**src/bounded_list_deque_defines.svh**
```systemverilog
// Assertion macros used by the file that checks the list logic.
`ifndef BOUNDED_LIST_DEQUE_DEFINES_SVH
`define BOUNDED_LIST_DEQUE_DEFINES_SVH

// Same-cycle implication, checked on the rising clock edge outside reset.
`define BLD_ASSERT_IMPL(label, ante, cons, msg) \
    label: assert property (@(posedge clk) disable iff (!rst_n) (ante) |-> (cons)) \
        else $error(msg);

// Next-cycle implication, checked on the rising clock edge outside reset.
`define BLD_ASSERT_NEXT(label, ante, cons, msg) \
    label: assert property (@(posedge clk) disable iff (!rst_n) (ante) |=> (cons)) \
        else $error(msg);

`endif

```
**src/bld_pkg.sv**
```systemverilog
package bld_pkg;

    // Default list capacity.
    localparam int DEPTH_DEFAULT = 64;

    // Field types of the transactions.
    typedef logic [2:0]         cmd_t;
    typedef logic [1:0]         status_t;
    typedef logic signed [31:0] data_t;

    // Command codes.
    localparam cmd_t CMD_PUSH   = 3'd0;
    localparam cmd_t CMD_APPEND = 3'd1;
    localparam cmd_t CMD_REMOVE = 3'd2;
    localparam cmd_t CMD_PRINT  = 3'd3;
    localparam cmd_t CMD_CLEAR  = 3'd4;

    // Status codes.
    localparam status_t STATUS_OK    = 2'd0;
    localparam status_t STATUS_FULL  = 2'd1;
    localparam status_t STATUS_EMPTY = 2'd2;

    // Controller states.
    typedef enum logic [0:0] {
        S_IDLE,
        S_PRINT
    } state_t;

    // Commands from the controller to the datapath.
    typedef struct packed {
        logic exec;       // execute the accepted input transaction
        logic emit;       // load one print result into the output register
        logic read_next;  // fetch the next list entry for print
    } ctl_cmd_t;

    // Status from the datapath to the controller.
    typedef struct packed {
        logic out_free;   // output register can take a result this cycle
        logic empty;      // list holds no entries
        logic print_last; // entry being printed is the back of the list
    } dp_stat_t;

endpackage

```
**src/bld_if.sv**
```systemverilog
// Input channel: one command transaction.
interface bld_in_if;
    logic            valid;
    logic            ready;
    bld_pkg::cmd_t   cmd;
    bld_pkg::data_t  value;

    modport source (output valid, output cmd, output value, input ready);
    modport sink   (input valid, input cmd, input value, output ready);
endinterface

// Output channel: one result transaction.
interface bld_out_if;
    logic              valid;
    logic              ready;
    bld_pkg::status_t  status;
    bld_pkg::data_t    item;
    logic              item_valid;
    logic              last;

    modport source (output valid, output status, output item, output item_valid,
                    output last, input ready);
    modport sink   (input valid, input status, input item, input item_valid,
                    input last, output ready);
endinterface

```
**src/bld_ram.sv**
```systemverilog
module bld_ram #(
    parameter int WIDTH = 32,
    parameter int DEPTH = 64
) (
    input  logic                     clk,
    input  logic                     we,
    input  logic [$clog2(DEPTH)-1:0] waddr,
    input  logic [WIDTH-1:0]         wdata,
    input  logic                     re,
    input  logic [$clog2(DEPTH)-1:0] raddr,
    output logic [WIDTH-1:0]         rdata
);

    logic [WIDTH-1:0] mem_reg [DEPTH];
    logic [WIDTH-1:0] rdata_reg;

    // Single write port, registered read port that holds when not enabled.
    always_ff @(posedge clk)
    begin
        if (we)
        begin
            mem_reg[waddr] <= wdata;
        end
        if (re)
        begin
            rdata_reg <= mem_reg[raddr];
        end
    end

    assign rdata = rdata_reg;

endmodule

```
**src/bld_datapath.sv**
```systemverilog
module bld_datapath #(
    parameter int DEPTH = bld_pkg::DEPTH_DEFAULT
) (
    input  logic                clk,
    input  logic                rst_n,
    input  bld_pkg::ctl_cmd_t   ctl,
    input  bld_pkg::cmd_t       cmd,
    input  bld_pkg::data_t      value,
    input  logic                out_ready,
    output bld_pkg::dp_stat_t   stat,
    output logic                out_valid,
    output bld_pkg::status_t    status,
    output bld_pkg::data_t      item,
    output logic                item_valid,
    output logic                last
);

    import bld_pkg::*;

    localparam int AW = $clog2(DEPTH);
    localparam int CW = $clog2(DEPTH + 1);
    localparam int SW = AW + 1;

    logic [AW-1:0] head_reg, head_next;
    logic [CW-1:0] count_reg, count_next;
    logic [AW-1:0] idx_reg, idx_next;
    logic          out_valid_reg, out_valid_next;
    status_t       status_reg, status_next;
    data_t         item_reg, item_next;
    logic          item_valid_reg, item_valid_next;
    logic          last_reg, last_next;

    logic          full;
    logic          empty;
    logic          out_free;
    logic          print_last;
    logic          load;

    logic          ram_we;
    logic [AW-1:0] ram_waddr;
    logic          ram_re;
    logic [AW-1:0] ram_raddr;
    data_t         ram_rdata;

    // Fold a sum below twice the depth back into the ring.
    function automatic logic [AW-1:0] wrap(input logic [SW-1:0] s);
        logic [SW-1:0] r;
        r = (s >= SW'(DEPTH)) ? (s - SW'(DEPTH)) : s;
        return r[AW-1:0];
    endfunction

    bld_ram #(
        .WIDTH (32),
        .DEPTH (DEPTH)
    ) u_store (
        .clk   (clk),
        .we    (ram_we),
        .waddr (ram_waddr),
        .wdata (value),
        .re    (ram_re),
        .raddr (ram_raddr),
        .rdata (ram_rdata)
    );

    // List status seen by the controller.
    assign full       = (count_reg == CW'(DEPTH));
    assign empty      = (count_reg == '0);
    assign out_free   = !out_valid_reg || out_ready;
    assign print_last = ((SW'(idx_reg) + SW'(1)) == SW'(count_reg));

    assign stat.out_free   = out_free;
    assign stat.empty      = empty;
    assign stat.print_last = print_last;

    // Command execution, store access and result formation.
    always_comb
    begin
        head_next       = head_reg;
        count_next      = count_reg;
        idx_next        = idx_reg;
        status_next     = status_reg;
        item_next       = item_reg;
        item_valid_next = item_valid_reg;
        last_next       = last_reg;
        load            = 1'b0;
        ram_we          = 1'b0;
        ram_waddr       = head_reg;
        ram_re          = 1'b0;
        ram_raddr       = head_reg;

        if (ctl.exec)
        begin
            item_next       = '0;
            item_valid_next = 1'b0;
            last_next       = 1'b1;
            status_next     = STATUS_OK;
            unique case (cmd)
                CMD_PUSH:
                begin
                    load = 1'b1;
                    if (full)
                    begin
                        status_next = STATUS_FULL;
                    end
                    else
                    begin
                        head_next  = (head_reg == '0) ? AW'(DEPTH - 1) : (head_reg - AW'(1));
                        ram_we     = 1'b1;
                        ram_waddr  = head_next;
                        count_next = count_reg + CW'(1);
                    end
                end
                CMD_APPEND:
                begin
                    load = 1'b1;
                    if (full)
                    begin
                        status_next = STATUS_FULL;
                    end
                    else
                    begin
                        ram_we     = 1'b1;
                        ram_waddr  = wrap(SW'(head_reg) + SW'(count_reg));
                        count_next = count_reg + CW'(1);
                    end
                end
                CMD_REMOVE:
                begin
                    load = 1'b1;
                    if (empty)
                    begin
                        status_next = STATUS_EMPTY;
                    end
                    else
                    begin
                        head_next  = wrap(SW'(head_reg) + SW'(1));
                        count_next = count_reg - CW'(1);
                    end
                end
                CMD_PRINT:
                begin
                    if (empty)
                    begin
                        load        = 1'b1;
                        status_next = STATUS_EMPTY;
                    end
                    else
                    begin
                        // Fetch the front entry; results follow from the controller.
                        ram_re    = 1'b1;
                        ram_raddr = head_reg;
                        idx_next  = '0;
                    end
                end
                CMD_CLEAR:
                begin
                    load       = 1'b1;
                    head_next  = '0;
                    count_next = '0;
                end
                default:
                begin
                    // Unknown commands leave no trace.
                end
            endcase
        end
        else if (ctl.emit)
        begin
            load            = 1'b1;
            status_next     = STATUS_OK;
            item_next       = ram_rdata;
            item_valid_next = 1'b1;
            last_next       = print_last;
            if (ctl.read_next)
            begin
                ram_re    = 1'b1;
                ram_raddr = wrap(SW'(head_reg) + SW'(idx_reg) + SW'(1));
                idx_next  = idx_reg + AW'(1);
            end
        end

        // Output register: filled on a result, emptied when the sink takes it.
        if (load)
        begin
            out_valid_next = 1'b1;
        end
        else if (out_ready)
        begin
            out_valid_next = 1'b0;
        end
        else
        begin
            out_valid_next = out_valid_reg;
        end
    end

    // Control state.
    always_ff @(posedge clk or negedge rst_n)
    begin
        if (!rst_n)
        begin
            head_reg      <= '0;
            count_reg     <= '0;
            idx_reg       <= '0;
            out_valid_reg <= 1'b0;
        end
        else
        begin
            head_reg      <= head_next;
            count_reg     <= count_next;
            idx_reg       <= idx_next;
            out_valid_reg <= out_valid_next;
        end
    end

    // Result payload.
    always_ff @(posedge clk)
    begin
        status_reg     <= status_next;
        item_reg       <= item_next;
        item_valid_reg <= item_valid_next;
        last_reg       <= last_next;
    end

    assign out_valid  = out_valid_reg;
    assign status     = status_reg;
    assign item       = item_reg;
    assign item_valid = item_valid_reg;
    assign last       = last_reg;

endmodule

```
**src/bld_ctrl.sv**
```systemverilog
module bld_ctrl (
    input  logic               clk,
    input  logic               rst_n,
    input  logic               in_valid,
    input  bld_pkg::cmd_t      cmd,
    input  bld_pkg::dp_stat_t  stat,
    output logic               in_ready,
    output bld_pkg::ctl_cmd_t  ctl
);

    import bld_pkg::*;

    state_t state_reg, state_next;

    // Next state: a print of a non-empty list walks the entries.
    always_comb
    begin
        state_next = state_reg;
        unique case (state_reg)
            S_IDLE:
            begin
                if (in_valid && stat.out_free && (cmd == CMD_PRINT) && !stat.empty)
                begin
                    state_next = S_PRINT;
                end
            end
            S_PRINT:
            begin
                if (stat.out_free && stat.print_last)
                begin
                    state_next = S_IDLE;
                end
            end
            default:
            begin
                state_next = S_IDLE;
            end
        endcase
    end

    // Outputs: take input only in idle with room in the output register.
    always_comb
    begin
        in_ready      = 1'b0;
        ctl           = '0;
        unique case (state_reg)
            S_IDLE:
            begin
                in_ready = stat.out_free;
                ctl.exec = in_valid && stat.out_free;
            end
            S_PRINT:
            begin
                if (stat.out_free)
                begin
                    ctl.emit      = 1'b1;
                    ctl.read_next = !stat.print_last;
                end
            end
            default:
            begin
                in_ready = 1'b0;
            end
        endcase
    end

    always_ff @(posedge clk or negedge rst_n)
    begin
        if (!rst_n)
        begin
            state_reg <= S_IDLE;
        end
        else
        begin
            state_reg <= state_next;
        end
    end

endmodule

```
**src/bounded_list_deque.sv**
```systemverilog
// Push, append, remove, clear and empty-list print each give one result in the output register in
// the cycle after the transaction; one such command is taken per cycle while the output has
// room; unknown commands are taken with no result. Print of N entries holds off the input until
// its last result, one per cycle while the output has room, paced by the store's read register.
// Reset (rst_n, asynchronous, active low) empties the list and the output register at once;
// the entry store is not cleared and needs no clearing pass.
`include "bounded_list_deque_defines.svh"

module bounded_list_deque #(
    parameter int DEPTH = bld_pkg::DEPTH_DEFAULT
) (
    input  logic       clk,
    input  logic       rst_n,
    bld_in_if.sink     in_ch,
    bld_out_if.source  out_ch
);

    import bld_pkg::*;

    ctl_cmd_t ctl;
    dp_stat_t stat;
    logic     in_ready;

    bld_ctrl u_ctrl (
        .clk      (clk),
        .rst_n    (rst_n),
        .in_valid (in_ch.valid),
        .cmd      (in_ch.cmd),
        .stat     (stat),
        .in_ready (in_ready),
        .ctl      (ctl)
    );

    bld_datapath #(
        .DEPTH (DEPTH)
    ) u_datapath (
        .clk        (clk),
        .rst_n      (rst_n),
        .ctl        (ctl),
        .cmd        (in_ch.cmd),
        .value      (in_ch.value),
        .out_ready  (out_ch.ready),
        .stat       (stat),
        .out_valid  (out_ch.valid),
        .status     (out_ch.status),
        .item       (out_ch.item),
        .item_valid (out_ch.item_valid),
        .last       (out_ch.last)
    );

    assign in_ch.ready = in_ready;

    // A transaction is only taken when its result has a place to go.
    `BLD_ASSERT_IMPL(a_ready_needs_room, in_ready, stat.out_free, "input ready without output room")
    // Print steps never overlap an accepted transaction.
    `BLD_ASSERT_IMPL(a_emit_blocks_input, ctl.emit, !in_ready, "print step while input is open")
    // No fetch past the back of the list.
    `BLD_ASSERT_IMPL(a_no_read_past_last, ctl.read_next, !stat.print_last, "fetch beyond last entry")
    // An emitted print result is presented on the next cycle.
    `BLD_ASSERT_NEXT(a_emit_shows_item, ctl.emit, out_ch.valid && out_ch.item_valid, "print result lost")

endmodule
```
**src/flat_wrapper.sv**
```systemverilog
// flat-port wrapper written by rule: the top's interface ports become plain ports
module bounded_list_deque_flat import bld_pkg::*;
#(
    parameter int DEPTH = bld_pkg::DEPTH_DEFAULT
)
  (clk, rst_n, in_ch_valid, in_ch_cmd, in_ch_value, in_ch_ready, out_ch_valid, out_ch_status, out_ch_item, out_ch_item_valid, out_ch_last, out_ch_ready);
  bld_in_if in_ch_i ();
  bld_out_if out_ch_i ();
  input  logic clk;
  input  logic rst_n;
  input wire logic [$bits(in_ch_i.valid)-1:0] in_ch_valid;
  input wire logic [$bits(in_ch_i.cmd)-1:0] in_ch_cmd;
  input wire logic [$bits(in_ch_i.value)-1:0] in_ch_value;
  output wire logic [$bits(in_ch_i.ready)-1:0] in_ch_ready;
  output wire logic [$bits(out_ch_i.valid)-1:0] out_ch_valid;
  output wire logic [$bits(out_ch_i.status)-1:0] out_ch_status;
  output wire logic [$bits(out_ch_i.item)-1:0] out_ch_item;
  output wire logic [$bits(out_ch_i.item_valid)-1:0] out_ch_item_valid;
  output wire logic [$bits(out_ch_i.last)-1:0] out_ch_last;
  input wire logic [$bits(out_ch_i.ready)-1:0] out_ch_ready;
  assign in_ch_i.valid = in_ch_valid;
  assign in_ch_i.cmd = in_ch_cmd;
  assign in_ch_i.value = in_ch_value;
  assign in_ch_ready = in_ch_i.ready;
  assign out_ch_valid = out_ch_i.valid;
  assign out_ch_status = out_ch_i.status;
  assign out_ch_item = out_ch_i.item;
  assign out_ch_item_valid = out_ch_i.item_valid;
  assign out_ch_last = out_ch_i.last;
  assign out_ch_i.ready = out_ch_ready;
  bounded_list_deque #(.DEPTH(DEPTH)) u_core (.clk(clk), .rst_n(rst_n), .in_ch(in_ch_i), .out_ch(out_ch_i));
endmodule
```
**config.mk**
```make
export PLATFORM = sky130hd
export DESIGN_NAME = bounded_list_deque_flat
export DESIGN_NICKNAME = d
export VERILOG_FILES = /design/src/bld_pkg.sv /design/src/bld_if.sv /design/src/bld_ram.sv /design/src/bld_datapath.sv /design/src/bld_ctrl.sv /design/src/bounded_list_deque.sv /design/src/flat_wrapper.sv
export VERILOG_INCLUDE_DIRS = /design/src /design/src/src
export SDC_FILE = /design/constraint.sdc
export NUM_CORES = 2
export LEC_CHECK = 0
export ABC_AREA = 1
export ABC_CLOCK_PERIOD_IN_PS = 3600
export BUFFER_PORTS_ARGS = -buffer_cell sky130_fd_sc_hd__buf_4
export CAP_MARGIN = 20
export CORE_MARGIN = 3
export CORE_UTILIZATION = 45
export DETAILED_ROUTE_END_ITERATION = 7
export GPL_ROUTABILITY_DRIVEN = 1
export PLACE_DENSITY = 0.67
export SLEW_MARGIN = 20
export SYNTH_ARGS = -nofsm -noshare
export SYNTH_HDL_FRONTEND = slang
export SYNTH_SLANG_ARGS = --single-unit
```
**constraint.sdc**
```tcl
create_clock -name clk -period 3.6 [get_ports clk]
set_input_delay 0.72 -clock clk [delete_from_list [all_inputs] [get_ports clk]]
set_output_delay 0.72 -clock clk [all_outputs]
set_load 0.005 [all_outputs]
```
==> flow_summary.json <==
{
  "status": "finished clean",
  "drive_above_1_share_pct": 11.35,
  "largest_reg_flops": 2048,
  "grt_pass1_vias": 63830,
  "synth.avg_cell_area_um2": 10.33,
  "finalMaxSlewViolations": 0,
  "setup_violations": 0,
  "whs_ns": 0.1047,
  "syn_to_final_growth_pct": 18.02,
  "fmax_mhz": 288.4,
  "pwr-share-seq_pct": 27.5,
  "clk_pin_slew_worst_paths_ns": 0.06,
  "drv_cap": 0,
  "ioPinCount": 77,
  "syn_area_mm2": 0.09363,
  "synth_top_area_cell": "edfxtp_1",
  "place_inst": 12040,
  "track_usage_pct": 25.10,
  "port_buffers": 76,
  "crit_type": "reg2reg",
  "gp_congestion": 0.8850,
  "drtPass1Iterations": 6,
  "path_max_fanout": 27,
  "routed-wl-met3_mm": 25.87,
  "final.setup_skew_ns": 0.04339,
  "p_int_mw": 59.72,
  "dr.first_iter.drc_count": 8055,
  "cts_tree": "done",
  "r2r_slack_ns": 0.13,
  "grt_overflow": 0,
  "min_to": "u_core.u_datapath.out_valid$_DFFE_PN0P_",
  "crit_slowest_cell": "dfrtp_1",
  "die-area_mm2": 0.2136,
  "swShare_pct": 43.46,
  "power_density_mw_per_mm2": 955.8,
  "numCtsBuffers": 212,
  "ant_nets": 0,
  "ys_seq_area_share_pct": 68.06,
  "relSlewSlack_pct": 38.30,
  "htreeDepth": 4,
  "synth_edf_count": 2082,
  "drt-met1-wl_mm": 105.4,
  "reg2reg_to": "u_core.u_datapath.u_store.rdata[4]$_DFFE_PP_",
  "dp_hpwl_mm": 167.6,
  "p_sw_mw": 45.90,
  "min_path_type": "in2reg",
  "power_frac_clock_pct": 20.6,
  "setup_ws_ns": 0.1322,
  "setup_tns_ns": 0,
  "cts_sinks": 2137,
  "r2r-start": "u_core.u_datapath.idx_reg[0]$_DFFE_PN0P_",
  "core-area_mm2": 0.2058,
  "p_leak_nw": 46.74,
  "ys_warn_count": 0,
  "period_share_pct": 96.33,
  "syn_inst": 9067,
  "highest_layer": "met5",
  "synth_area_leaders": "edfxtp_1 67%, nand3_1 11%, nand2_1 8.9%, inv_1 7.8%, buf_2 1.9%",
  "rsz0062_at_grt": "true",
  "wl_mm": 272.3,
  "critPathMaxStageDelay_ns": 0.41,
  "antenna_found_initial": 7,
  "start_util_pct": 45.49,
  "grt_max_degree": 65,
  "worstPathArrival_ns": 4.18,
  "p_comb_share_pct": 51.9,
  "dp_slack_ns": -0.1177,
  "ys_types": 45,
  "die_w_um": 462.2,
  "ir_drop_uv": 644.8,
  "tightest_slew_ns": 0.9255,
  "rows": 166,
  "yosysTopAreaCellShare_pct": 66.77,
  "stdcell_count": 12460,
  "whs_path_depth": 3,
  "min_from": "in_ch_valid",
  "yosys_register_bits": 2137,
  "synth_fp_nets": 9128,
  "drc": 0,
  "report.final.hold_viol_count": 0,
  "routed-wl-met2_mm": 129.9,
  "period_needed_ns": 3.468,
  "async_flop_share_pct": 0.9827,
  "grt_pass1_wl_mm": 401.7,
  "fin_nets": 9567,
  "clockRootBuffer": "clkbuf_16",
  "clock_path_buffers": 3,
  "cp_data_required_time_ns": 4.31,
  "synth_top_flop_cell": "edfxtp_1",
  "cp-end-kind": "flip-flop",
  "rr_worst_depth": 21,
  "clk_latency_ns": 0.86,
  "finalCoreUtilization_pct": 53.69,
  "fp.dieH_um": 462.2,
  "crit_chain": "ha_1, nand2_1, inv_2, nand2_1, nand2_1, nand2_1, nand3_1, nor2_1, nand2_2, nand2_4, buf_4, nand2_1, o21ai_4, buf_12, buf_4, nand3_1, nand3_1, nand3_1, nand3_1, nand3_1, nand2_1",
  "num_vias": 66410,
  "vias_per_cell": 5.332,
  "worst_setup_path_start_kind": "flip-flop",
  "wl_per_cell_um": 21.86
}
synth_stat cells, types with 6 or more instances:
master    count
nand2_1    2220
edfxtp_1   2082
nand3_1    2020
inv_1      1948
buf_2       353
nor2_1      108
clkbuf_1     45
buf_4        37
dfxtp_1      34
a22o_1       31
o21ai_0      24
dfrtp_1      21
ha_1         19
a21oi_1      17
buf_1        14
buf_6        13
xor2_1        9
nand4_1       7
o22ai_1       6
xnor2_1       6
cell usage in the layout (no fill, tap or decap), drive strengths merged, types with 2 or more instances in the layout:
cell type	Yosys	final
buf	417	678
nand2	2226	2226
o21bai	2	2
diode	0	4
or2	3	3
clkinv	0	85
inv	1952	1956
edfxtp	2082	2082
a22o	31	31
and2	2	2
a22oi	5	5
nand3	2020	2020
bufinv	0	13
ha	19	19
xor2	9	9
a211oi	2	2
fa	3	3
clkinvlp	0	4
o211ai	3	3
o22ai	6	6
nor3	5	5
clkbuf	45	289
a21oi	17	17
nor2	110	110
dfrtp	21	21
o32ai	2	2
a31oi	4	4
o21ai	27	27
nand4	7	7
dfxtp	34	34
xnor2	6	6
worst max path at each step:
stage / startpoint / to / slack, ns / depth (start not counted)
final: u_core.u_datapath.idx_reg[0]$_DFFE_PN0P_ / u_core.u_datapath.u_store.rdata[4]$_DFFE_PP_ / 0.13 / 21
after global routing: u_core.u_datapath.idx_reg[0]$_DFFE_PN0P_ / u_core.u_datapath.u_store.rdata[4]$_DFFE_PP_ / -0.06 / 21
after CTS: u_core.u_datapath.idx_reg[0]$_DFFE_PN0P_ / u_core.u_datapath.u_store.rdata[16]$_DFFE_PP_ / 0.004 / 21
after detailed placement: u_core.u_datapath.idx_reg[0]$_DFFE_PN0P_ / u_core.u_datapath.u_store.rdata[14]$_DFFE_PP_ / -0.12 / 21
after global placement: u_core.u_datapath.idx_reg[0]$_DFFE_PN0P_ / u_core.u_datapath.u_store.rdata[14]$_DFFE_PP_ / -0.19 / 21
after floorplan: out_ch_ready / u_core.u_datapath.u_store.mem_reg[14][0]$_DFFE_PP_ / -0.44 / 12
power by group through the flow:
stage | clock [mW] | sequential, mW | combinational [mW]
finish | 21.8 | 29.0 | 54.8
global placement | 0 | 29.6 | 51.5
global route | 23.1 | 29.0 | 58.6
CTS | 22.0 | 29.0 | 52.4
floorplan | 0 | 29.1 | 29.5
detailed placement | 0 | 29.6 | 52.0
routing by layer:
metal	vias up	GRT usage, %
met5	-	0
met4	2	10.30
met3	557	4.067
met2	3396	41.23
met1	32110	33.28
li1	30350	-
repair_timing:
action | 4_1_cts | 5_1_grt
hold buffers | 1 | 0
gates resized for setup | 2 | 80
pin swaps | 1 | 7
endpoints found under the setup margin | 10 | 1978
hold endpoints to repair | 21 | 0
cloned | 0 | 8
setup buffers | 2 | 10
cell type report:
| cell class | count | area, µm² |
|---|---|---|
| Multi-Input combinational cell | 4516 | 20980 |
| Antenna cell | 4 | 10.01 |
| Tap cell | 2772 | 3468 |
| Timing Repair Buffer | 687 | 8163 |
| Sequential cell | 2137 | 63730 |
| Clock inverter | 106 | 996.0 |
| Inverter | 1952 | 7340 |
| Fill cell | 17100 | 95320 |
| Clock buffer | 281 | 5827 |
logic make-up after synthesis:
| family | after synthesis | share of synthesized area [%] |
|---|---|---|
| xor gates and xnor gates | 15 | 0.1403 |
| AOI/OAI and AO/OA | 104 | 0.7710 |
| and+or+nand+nor | 4375 | 20.31 |
| adders and majority gates | 22 | 0.3180 |
| DFF | 2137 | 68.06 |
| buffers and inverters | 2414 | 10.40 |
stage by stage:
stage          area [µm²]  total power [mW]
2_1_floorplan       93630             58.59
3_3_place_gp       102900             81.04
3_5_place_dp       102900             81.61
4_1_cts            109800             103.5
5_1_grt            110500             110.7
6_report           110500             105.6
worst max-delay path, delay by kind of cell (launching register included):
kind	cells	cell delay, ns
simple gates	15	1.75
buf+inv	4	0.80
flops	1	0.41
fa+ha+maj	1	0.24
compound gates	1	0.15
Power figures use the tool's default switching activity.
